[src/rtl/core/tbir_pkg.sv]
// Shared types and constants for the text buffer insert/remove block.
package tbir_pkg;

   localparam int POS_W  = 10;
   localparam int CHAR_W = 8;
   localparam int STAT_W = 2;

   localparam logic [CHAR_W-1:0] FILL_CHAR = 8'h20;

   localparam logic [STAT_W-1:0] STAT_DONE  = 2'd0;
   localparam logic [STAT_W-1:0] STAT_RANGE = 2'd1;
   localparam logic [STAT_W-1:0] STAT_FULL  = 2'd2;

   typedef enum logic [1:0] {
      OP_NULL   = 2'd0,
      OP_INSERT = 2'd1,
      OP_REMOVE = 2'd2,
      OP_READ   = 2'd3
   } opcode_type;

   typedef enum logic [2:0] {
      ST_CLEAR,
      ST_IDLE,
      ST_DECODE,
      ST_SHIFT,
      ST_WRITE,
      ST_DONE
   } state_type;

   typedef struct packed {
      opcode_type          opcode;
      logic [POS_W-1:0]    position;
      logic [CHAR_W-1:0]   char_in;
   } req_type;

   typedef struct packed {
      logic [STAT_W-1:0]   status;
      logic [CHAR_W-1:0]   char_out;
      logic [POS_W-1:0]    end_position;
   } rsp_type;

   typedef struct packed {
      logic clear_wr;
      logic accept;
      logic decode;
      logic read_cell;
      logic commit;
      logic shift_run;
      logic final_wr;
      logic load_rsp;
   } cmd_type;

   typedef struct packed {
      opcode_type opcode;
      logic       reject;
      logic       shift_done;
      logic       clear_last;
      logic       rsp_busy;
   } sts_type;

endpackage

[src/rtl/core/tbir_ctrl.sv]
// Controller state machine for the text buffer insert/remove block.
module tbir_ctrl (
   input  logic             clock,
   input  logic             reset,
   input  logic             req_valid,
   input  tbir_pkg::sts_type sts,
   output tbir_pkg::cmd_type cmd
);
   import tbir_pkg::*;

   state_type state_ff;
   state_type state_in;

   always_ff @(posedge clock) begin
      if (reset) begin
         state_ff <= ST_CLEAR;
      end else begin
         state_ff <= state_in;
      end
   end

   // next state
   always_comb begin
      state_in = state_ff;
      case (state_ff)
         ST_CLEAR: begin
            if (sts.clear_last) state_in = ST_IDLE;
         end
         ST_IDLE: begin
            if (req_valid) state_in = ST_DECODE;
         end
         ST_DECODE: begin
            if (sts.reject || sts.opcode == OP_NULL || sts.opcode == OP_READ) begin
               state_in = ST_DONE;
            end else begin
               state_in = ST_SHIFT;
            end
         end
         ST_SHIFT: begin
            if (sts.shift_done) state_in = ST_WRITE;
         end
         ST_WRITE: begin
            state_in = ST_DONE;
         end
         ST_DONE: begin
            if (!sts.rsp_busy) state_in = ST_IDLE;
         end
         default: begin
            state_in = ST_CLEAR;
         end
      endcase
   end

   // outputs
   always_comb begin
      cmd = '0;
      case (state_ff)
         ST_CLEAR: begin
            cmd.clear_wr = 1'b1;
         end
         ST_IDLE: begin
            cmd.accept = 1'b1;
         end
         ST_DECODE: begin
            cmd.decode = 1'b1;
            if (!sts.reject) begin
               if (sts.opcode == OP_READ) begin
                  cmd.read_cell = 1'b1;
               end else if (sts.opcode != OP_NULL) begin
                  cmd.commit = 1'b1;
               end
            end
         end
         ST_SHIFT: begin
            cmd.shift_run = 1'b1;
         end
         ST_WRITE: begin
            cmd.final_wr = 1'b1;
         end
         ST_DONE: begin
            cmd.load_rsp = !sts.rsp_busy;
         end
         default: begin
            cmd = '0;
         end
      endcase
   end

endmodule

[config.mk]
export PLATFORM = sky130hd
export DESIGN_NAME = tbir_ctrl
export DESIGN_NICKNAME = d
export VERILOG_FILES = /design/src/rtl/core/tbir_pkg.sv /design/src/rtl/core/tbir_ctrl.sv
export SDC_FILE = /design/constraint.sdc
export NUM_CORES = 1
export LEC_CHECK = 0
export BUFFER_PORTS_ARGS = -buffer_cell sky130_fd_sc_hd__buf_4
export CORE_AREA = 2 2 39 41
export CTS_CLUSTER_SIZE = 40
export DETAILED_ROUTE_END_ITERATION = 16
export DIE_AREA = 0 0 41 43
export PLACE_DENSITY = 0.41
export REMOVE_ABC_BUFFERS = 1
export SLEW_MARGIN = 25
export SYNTH_ARGS = -nofsm -noshare
export SYNTH_HDL_FRONTEND = slang
export SYNTH_SLANG_ARGS = --single-unit
export TNS_END_PERCENT = 5
[constraint.sdc]
create_clock -name clock -period 2.1 [get_ports clock]
set_clock_uncertainty 0.2 [all_clocks]
set_input_delay 0.42 -clock clock [delete_from_list [all_inputs] [get_ports clock]]
set_output_delay 0.42 -clock clock [all_outputs]
set_load 0.05 [all_outputs]
# --- After elaboration in Yosys (flattened, before gate mapping) ---
# Cells that the tools add are included.
# Widths: inputs -> output; s select.
totals:
  in_bits: 9
  register_bits: 3
classes:
  mux: 16
  n_eq_ne: 10
  reduce_logical: 7
ops:
  columns: ["cell", "n"]
  rows:
  - ["$mux 3", 6]
  - ["$pmux 3 s6", 1]
  - ["$mux 1", 8]
  - ["$ne 2x2->1 const B", 4]
  - ["$eq 3x2->1 const B", 2]
  - ["$eq 3x3->1 const B", 2]
  - ["$reduce_and 4->1", 1]
  - ["$eq 3x1->1 const B", 1]
  - ["$logic_not 3->1", 1]
  - ["$eq 2x2->1 const B", 1]
  - ["$logic_not 2->1", 1]
  - ["$logic_or 1x1->1", 2]
  - ["$mux 2", 1]
  - ["$reduce_bool 2->1", 1]
  - ["$logic_not 1->1", 1]

# --- Longest topological paths before layout ---
# Gate-level depths: netlist of run 1.
depth:
  depth_word: 5
  mapped_depth: 5
  ltp_nobuf: 5

# --- Worst setup path before layout of run 1 ---
# OpenSTA, ideal clock, no wires.
synth_timing:
  kind: "in2out"
  from: "in sts[4] (netlist name)"
  to: "out cmd[3] (netlist name)"
  arrival_time_ns: 2.302
  n_path_buf: 0
  cell_stages: 3
  path_slack_ns: -0.822
  path_cell_list: "inv_1 ha_1 nor4b_1"
synth_rtl:
  columns: ["item", "line", "rtl"]
  rows:
  - ["start, declared", "tbir_ctrl.sv:6", "input tbir_pkg::sts_type sts,"]
  - ["end, declared", "tbir_ctrl.sv:7", "output tbir_pkg::cmd_type cmd"]

==> impl_metrics.ini, run 1 <==
[run_status]
status = finished clean

[sta]
finalSetupViolations = 0
timing.final.crit_share_pct = 96.4
tightest_slew_ns = 0.423
fin_crit_ns = 2.02
slew_viol_final = 0
holdWs_ns = 0.175
fmax_mhz = 494
hold_violations = 0
maxSlewHeadroom_pct = 71.1
rsz0062_at_grt = yes
fin_ws_ns = 0.0751

[layout]
antenna_cells = 0
area_growth_pct = 62.6
largest_reg_flops = 3
largest-register = state_ff
stdcell_area_um2 = 429
nets = 62
reg_top3 = state_ff x3
drive_gt1_share_pct = 48.0

[pwr]
power.leakage_nw = 0.185
power_density_mw_per_mm2 = 624
peakVddDrop_v = 0.000134

[floorplan]
core-area_mm2 = 0.00138
die_h_um = 43
initial_utilization_pct = 19.1
die_x_um = 41
die-area_mm2 = 0.00176
core.rowCount = 14
ios = 17

[worst_setup_path]
slowest_delay_ns = 0.37
worstReg2RegEnd = state_ff[1]
critPathBufInv = 1
worst_ep_required_time_ns = 1.48
r2r_start = state_ff[0]
path_class = reg -> out
crit_family = simple AND/OR/NAND/NOR gates
worstSetupEndpointType = output port
r2r_cells = 3
regToRegSetupSlack_ns = 0.57
crit_path_top_delay_cell = dfxtp_1
start_kind = flop
cp_max_fo = 9
critPathArrivalTime_ns = 1.40
critical_path.cell_chain = nand2b_1 -> nor4b_1 -> buf_4

[yosys]
synth_area_leader_cell = dfxtp_1
synth_warnings = 0
ys_ff_latch = 3
syn-cell-area_um2 = 264
netlist_top_cells_count = 3 x dfxtp_1, 3 x nand2b_1
synth_top_area_share_pct = 22.7
synth_area_leaders = dfxtp_1 23%, ha_1 9.5%, nand2b_1 7.1%, nor4b_1 6.6%, nor3b_1 5.7%
synth_cell_types = 22
synth_edf_count = 0
syn_area_per_cell_um2 = 8.25
synthArstFlopShare_pct = 0
ys_seq_area_share_pct = 22.7
syn_inst = 32
synth_ff_type = dfxtp_1

[place]
numPortBuffers = 16
hpwl_um = 522
gp_congestion = 0.657
place_area_um2 = 394
post-place-ws_ns = 0.199

[worst_hold_path]
hold_path.class = in -> reg
hold_end = state_ff[2]
hold_path_startpoint = reset
whs_path_depth = 2

[drt]
wirelength_um = 713
drt_first_pass_iters = 5
drc = 0
vias = 289
vias_per_cell = 4.38
ant_nets = 0
dr.first_iter.drc_count = 5
routedWlPerCell_um = 10.8

[clock_network]
path_clk_slew_ns = 0.04
post_cts_buffers = 0
ctsHoldBuffers = 0
insertion_delay_ns = 0.24
h-tree-depth = 1
cts_buffer_depth = 2
cts-root-buf = clkbuf_4
cts_tree = built
numCtsBuffers = 3
numClockSinks = 3

[grt]
grt_start_max_net_pins = 14
grt_pass1_vias = 266
antenna_found_initial = 0
grt_pass1_wl_um = 1090
overflow = 0
grt_use_total_pct = 9.23

[flow_run]
drv_cap = 0
[kinds of logic after synthesis]
family | after synthesis | share of synthesized area, %
AO/OA/AOI/OAI | 5 | 14.7
adder cells (fa/ha/maj) | 2 | 9.48
flip-flops | 3 | 22.7
buffers and inverters | 4 | 6.63
AND/OR/NAND/NOR | 18 | 46.4
[worst max-delay path by stage]
stage                startpoint     end  cells after the start
floorplan                sts[4]  cmd[3]                      3
global placement         sts[4]  cmd[3]                      5
detailed placement       sts[4]  cmd[3]                      5
CTS                 state_ff[1]  cmd[4]                      3
global route        state_ff[2]  cmd[3]                      3
finish              state_ff[2]  cmd[3]                      3
[worst register-to-register path, cell delays in order (launching register included)]
cell	delay, ns
dfxtp_2	0.38
or4_4	0.56
a211oi_2	0.19
o21bai_1	0.12
[per-layer routing]
metal / share of wire, % / wire length [um] / up-vias / global-route usage, %
met4: 0 / 0 / 0 / 8.00
met2: 56 / 397 / 10 / 12.5
met3: 3.2 / 23 / 0 / 1.57
met5: 0 / 0 / - / 0
li1: - / - / 155 / -
met1: 41 / 292 / 124 / 11.9
[area by class of cell]
| class | instances | area, um2 |
|---|---|---|
| Timing Repair Buffer | 16 | 120 |
| Multi-Input combinational cell | 25 | 193 |
| Fill cell | 159 | 955 |
| Tap cell | 16 | 20.0 |
| Inverter | 2 | 7.51 |
| Sequential cell | 3 | 62.6 |
| Clock buffer | 4 | 26.3 |
[power breakdown]
part | leakage (nW) | internal [mW] | total (mW) | switching, mW
combinational | 0.145 | 0.0356 | 0.0866 | 0.0510
clock | 0.0150 | 0.0715 | 0.107 | 0.0352
sequential | 0.0253 | 0.0625 | 0.0746 | 0.0121
[placed cells by master (no fill, tap or decap)]
master / synthesis / routed
clkbuf_1: 0 / 1
nor3_1: 1 / 1
nor4_1: 1 / 1
clkbuf_4: 0 / 3
dfxtp_1: 3 / 1
nor4b_1: 2 / 1
a211oi_2: 1 / 1
and2_1: 1 / 1
a21oi_1: 2 / 2
nor4bb_1: 1 / 1
nor3b_1: 2 / 2
o21bai_1: 1 / 1
dfxtp_2: 0 / 2
nor2_1: 1 / 1
nor2b_1: 2 / 2
inv_1: 2 / 2
nand2_1: 1 / 1
nand2b_1: 3 / 3
nand3_1: 1 / 1
or4_4: 1 / 1
a2111oi_0: 1 / 1
ha_1: 2 / 2
nor4b_2: 0 / 1
nand3b_1: 1 / 1
buf_4: 0 / 16
[repair_timing]
| action | 4_1_cts | 5_1_grt |
|---|---|---|
| hold endpoints to repair | 0 | 0 |
| gates resized for setup | 0 | 3 |
| setup endpoints to repair | 0 | 3 |
[per-stage QoR]
| step | cells | util [%] | setup TNS [ns] | power, mW |
|---|---|---|---|---|
| final | 66 | 31.0 | 0 | 0.268 |
| after global routing | 66 | 31.0 | -0.0000120 | 0.284 |
| after CTS | 66 | 30.4 | 0 | 0.272 |
| after detailed placement | 62 | 28.5 | 0 | 0.160 |
| after global placement | 62 | 28.5 | 0 | 0.159 |
| after floorplan | 30 | - | -2.97 | 0.127 |
(Power assumes the default switching activity.)
==> run 2, diff against run 1 <==
Settings changed: PLACE_DENSITY 0.41 to 0.54.
==> run 2 against run 1 <==
Against the previous run: clock power decreased by 5%; combinational power is 5.9% higher; critical path depth stayed put; count of clock-buffer cells in the layout unchanged; wire length is 6.9% lower; critical path type unchanged; largest cell class unchanged.
==> impl_metrics.ini, run 2 (synthesized netlist as in run 1, its figures left out) <==
[layout]
final_cells = 67
largest-register = state_ff
post-route-util_pct = 32.2
area_growth_pct = 68.7
mostFrequentLayoutCells = 17 x buf_4, 3 x nand2b_1, 3 x clkbuf_4, 3 x dfxtp_1
reg_top3 = state_ff x3
drive_gt1_share_pct = 49.0
final_common_cell = buf_4
nets = 63
antenna_cells = 0
largest_reg_flops = 3

[place]
gp_congestion = 0.719
post-place-ws_ns = 0.184
numPortBuffers = 16
dpl.cell_count = 63

[worst_setup_path]
worstReg2RegEnd = state_ff[1]
r2r_start = state_ff[0]
worstSetupEndpointType = output port
path_class = reg -> out
cp_max_fo = 9
crit_path_top_delay_cell = dfxtp_1
worst_ep_required_time_ns = 1.48
critPathArrivalTime_ns = 1.40
regToRegSetupSlack_ns = 0.51
critical_path.cell_chain = nand2b_1 -> nor4b_2 -> buf_4
r2r_cells = 3
start_kind = flop
slowest_delay_ns = 0.38

[drt]
drt_first_pass_iters = 2
drc = 0
routedWlPerCell_um = 9.91
wirelength_um = 664
vias_per_cell = 4.66
ant_nets = 0
vias = 312
dr.first_iter.drc_count = 3

[floorplan]
die_x_um = 41
initial_utilization_pct = 19.1
die-area_mm2 = 0.00176
die_h_um = 43
core-area_mm2 = 0.00138
ios = 17
core.rowCount = 14

[clock_network]
insertion_delay_ns = 0.23
numClockSinks = 3
cts.repair.resized = 0
post_cts_buffers = 0
h-tree-depth = 1
cts_tree = built
cts_buffer_depth = 2
ctsHoldBuffers = 0
numCtsBuffers = 3
cts-root-buf = clkbuf_4
path_clk_slew_ns = 0.04

[sta]
fmax_mhz = 495
fin_ws_ns = 0.0811
rsz0062_at_grt = yes
finalSetupViolations = 0
tightest_slew_ns = 0.420
hold_violations = 0
slew_viol_final = 0
timing.final.crit_share_pct = 96.1
maxSlewHeadroom_pct = 71.9
fin_crit_ns = 2.02

[grt]
grt_pass1_wl_um = 986
antenna_found_initial = 0
grt_pass1_vias = 264
overflow = 0
grt_use_total_pct = 8.75
grt_start_max_net_pins = 14

[pwr]
power_density_mw_per_mm2 = 597
peakVddDrop_v = 0.000205
power.leakage_nw = 0.195
fin_total_pwr_uw = 266

[worst_hold_path]
whs_path_depth = 2
hold_path_startpoint = reset
hold_end = state_ff[2]
hold_path.class = in -> reg

[run_status]
status = finished clean

[flow_run]
drv_cap = 0
run 2: per-stage QoR:
step	area, um2	hold slack, ns	TNS [ns]
after floorplan	254	0.289	-2.97
after global placement	402	0.378	0
after detailed placement	402	0.379	0
after CTS	428	0.172	0
after global routing	445	0.175	-0.00714
final	445	0.180	0
run 2: worst max path at each step:
stage / start / endpoint / depth (start not counted)
after detailed placement: sts[4] / cmd[3] / 5
after CTS: state_ff[2] / cmd[3] / 3
after floorplan: sts[4] / cmd[3] / 3
after global routing: state_ff[2] / cmd[3] / 3
after global placement: sts[4] / cmd[3] / 5
final: state_ff[2] / cmd[3] / 3
run 2: final cells by class:
cell class,instances,area (um2)
tap,16,20.0
inverter,2,7.51
fill,163,938
multi-input combinational,25,204
timing repair buffer,17,128
sequential,3,60.1
clock buffer,4,26.3
run 2: power breakdown:
part	switching (mW)	leakage, nW	internal [mW]
registers	0.0102	0.0246	0.0617
clock network	0.0311	0.0150	0.0713
logic	0.0536	0.155	0.0380
run 2: worst max-delay path, delay by kind of cell (launching register included):
| family | cells | cell delay, ns |
|---|---|---|
| buffers and inverters | 1 | 0.24 |
| and+or+nand+nor | 2 | 0.54 |
| DFF | 1 | 0.38 |
run 2: per-layer routing:
metal / vias to the layer above / part of all wire [%] / GRT usage [%]
met1: 143 / 39 / 7.77
li1: 155 / - / -
met4: 0 / 2.9 / 10.0
met3: 2 / 8.0 / 2.62
met2: 12 / 50 / 13.4
met5: - / 0 / 0
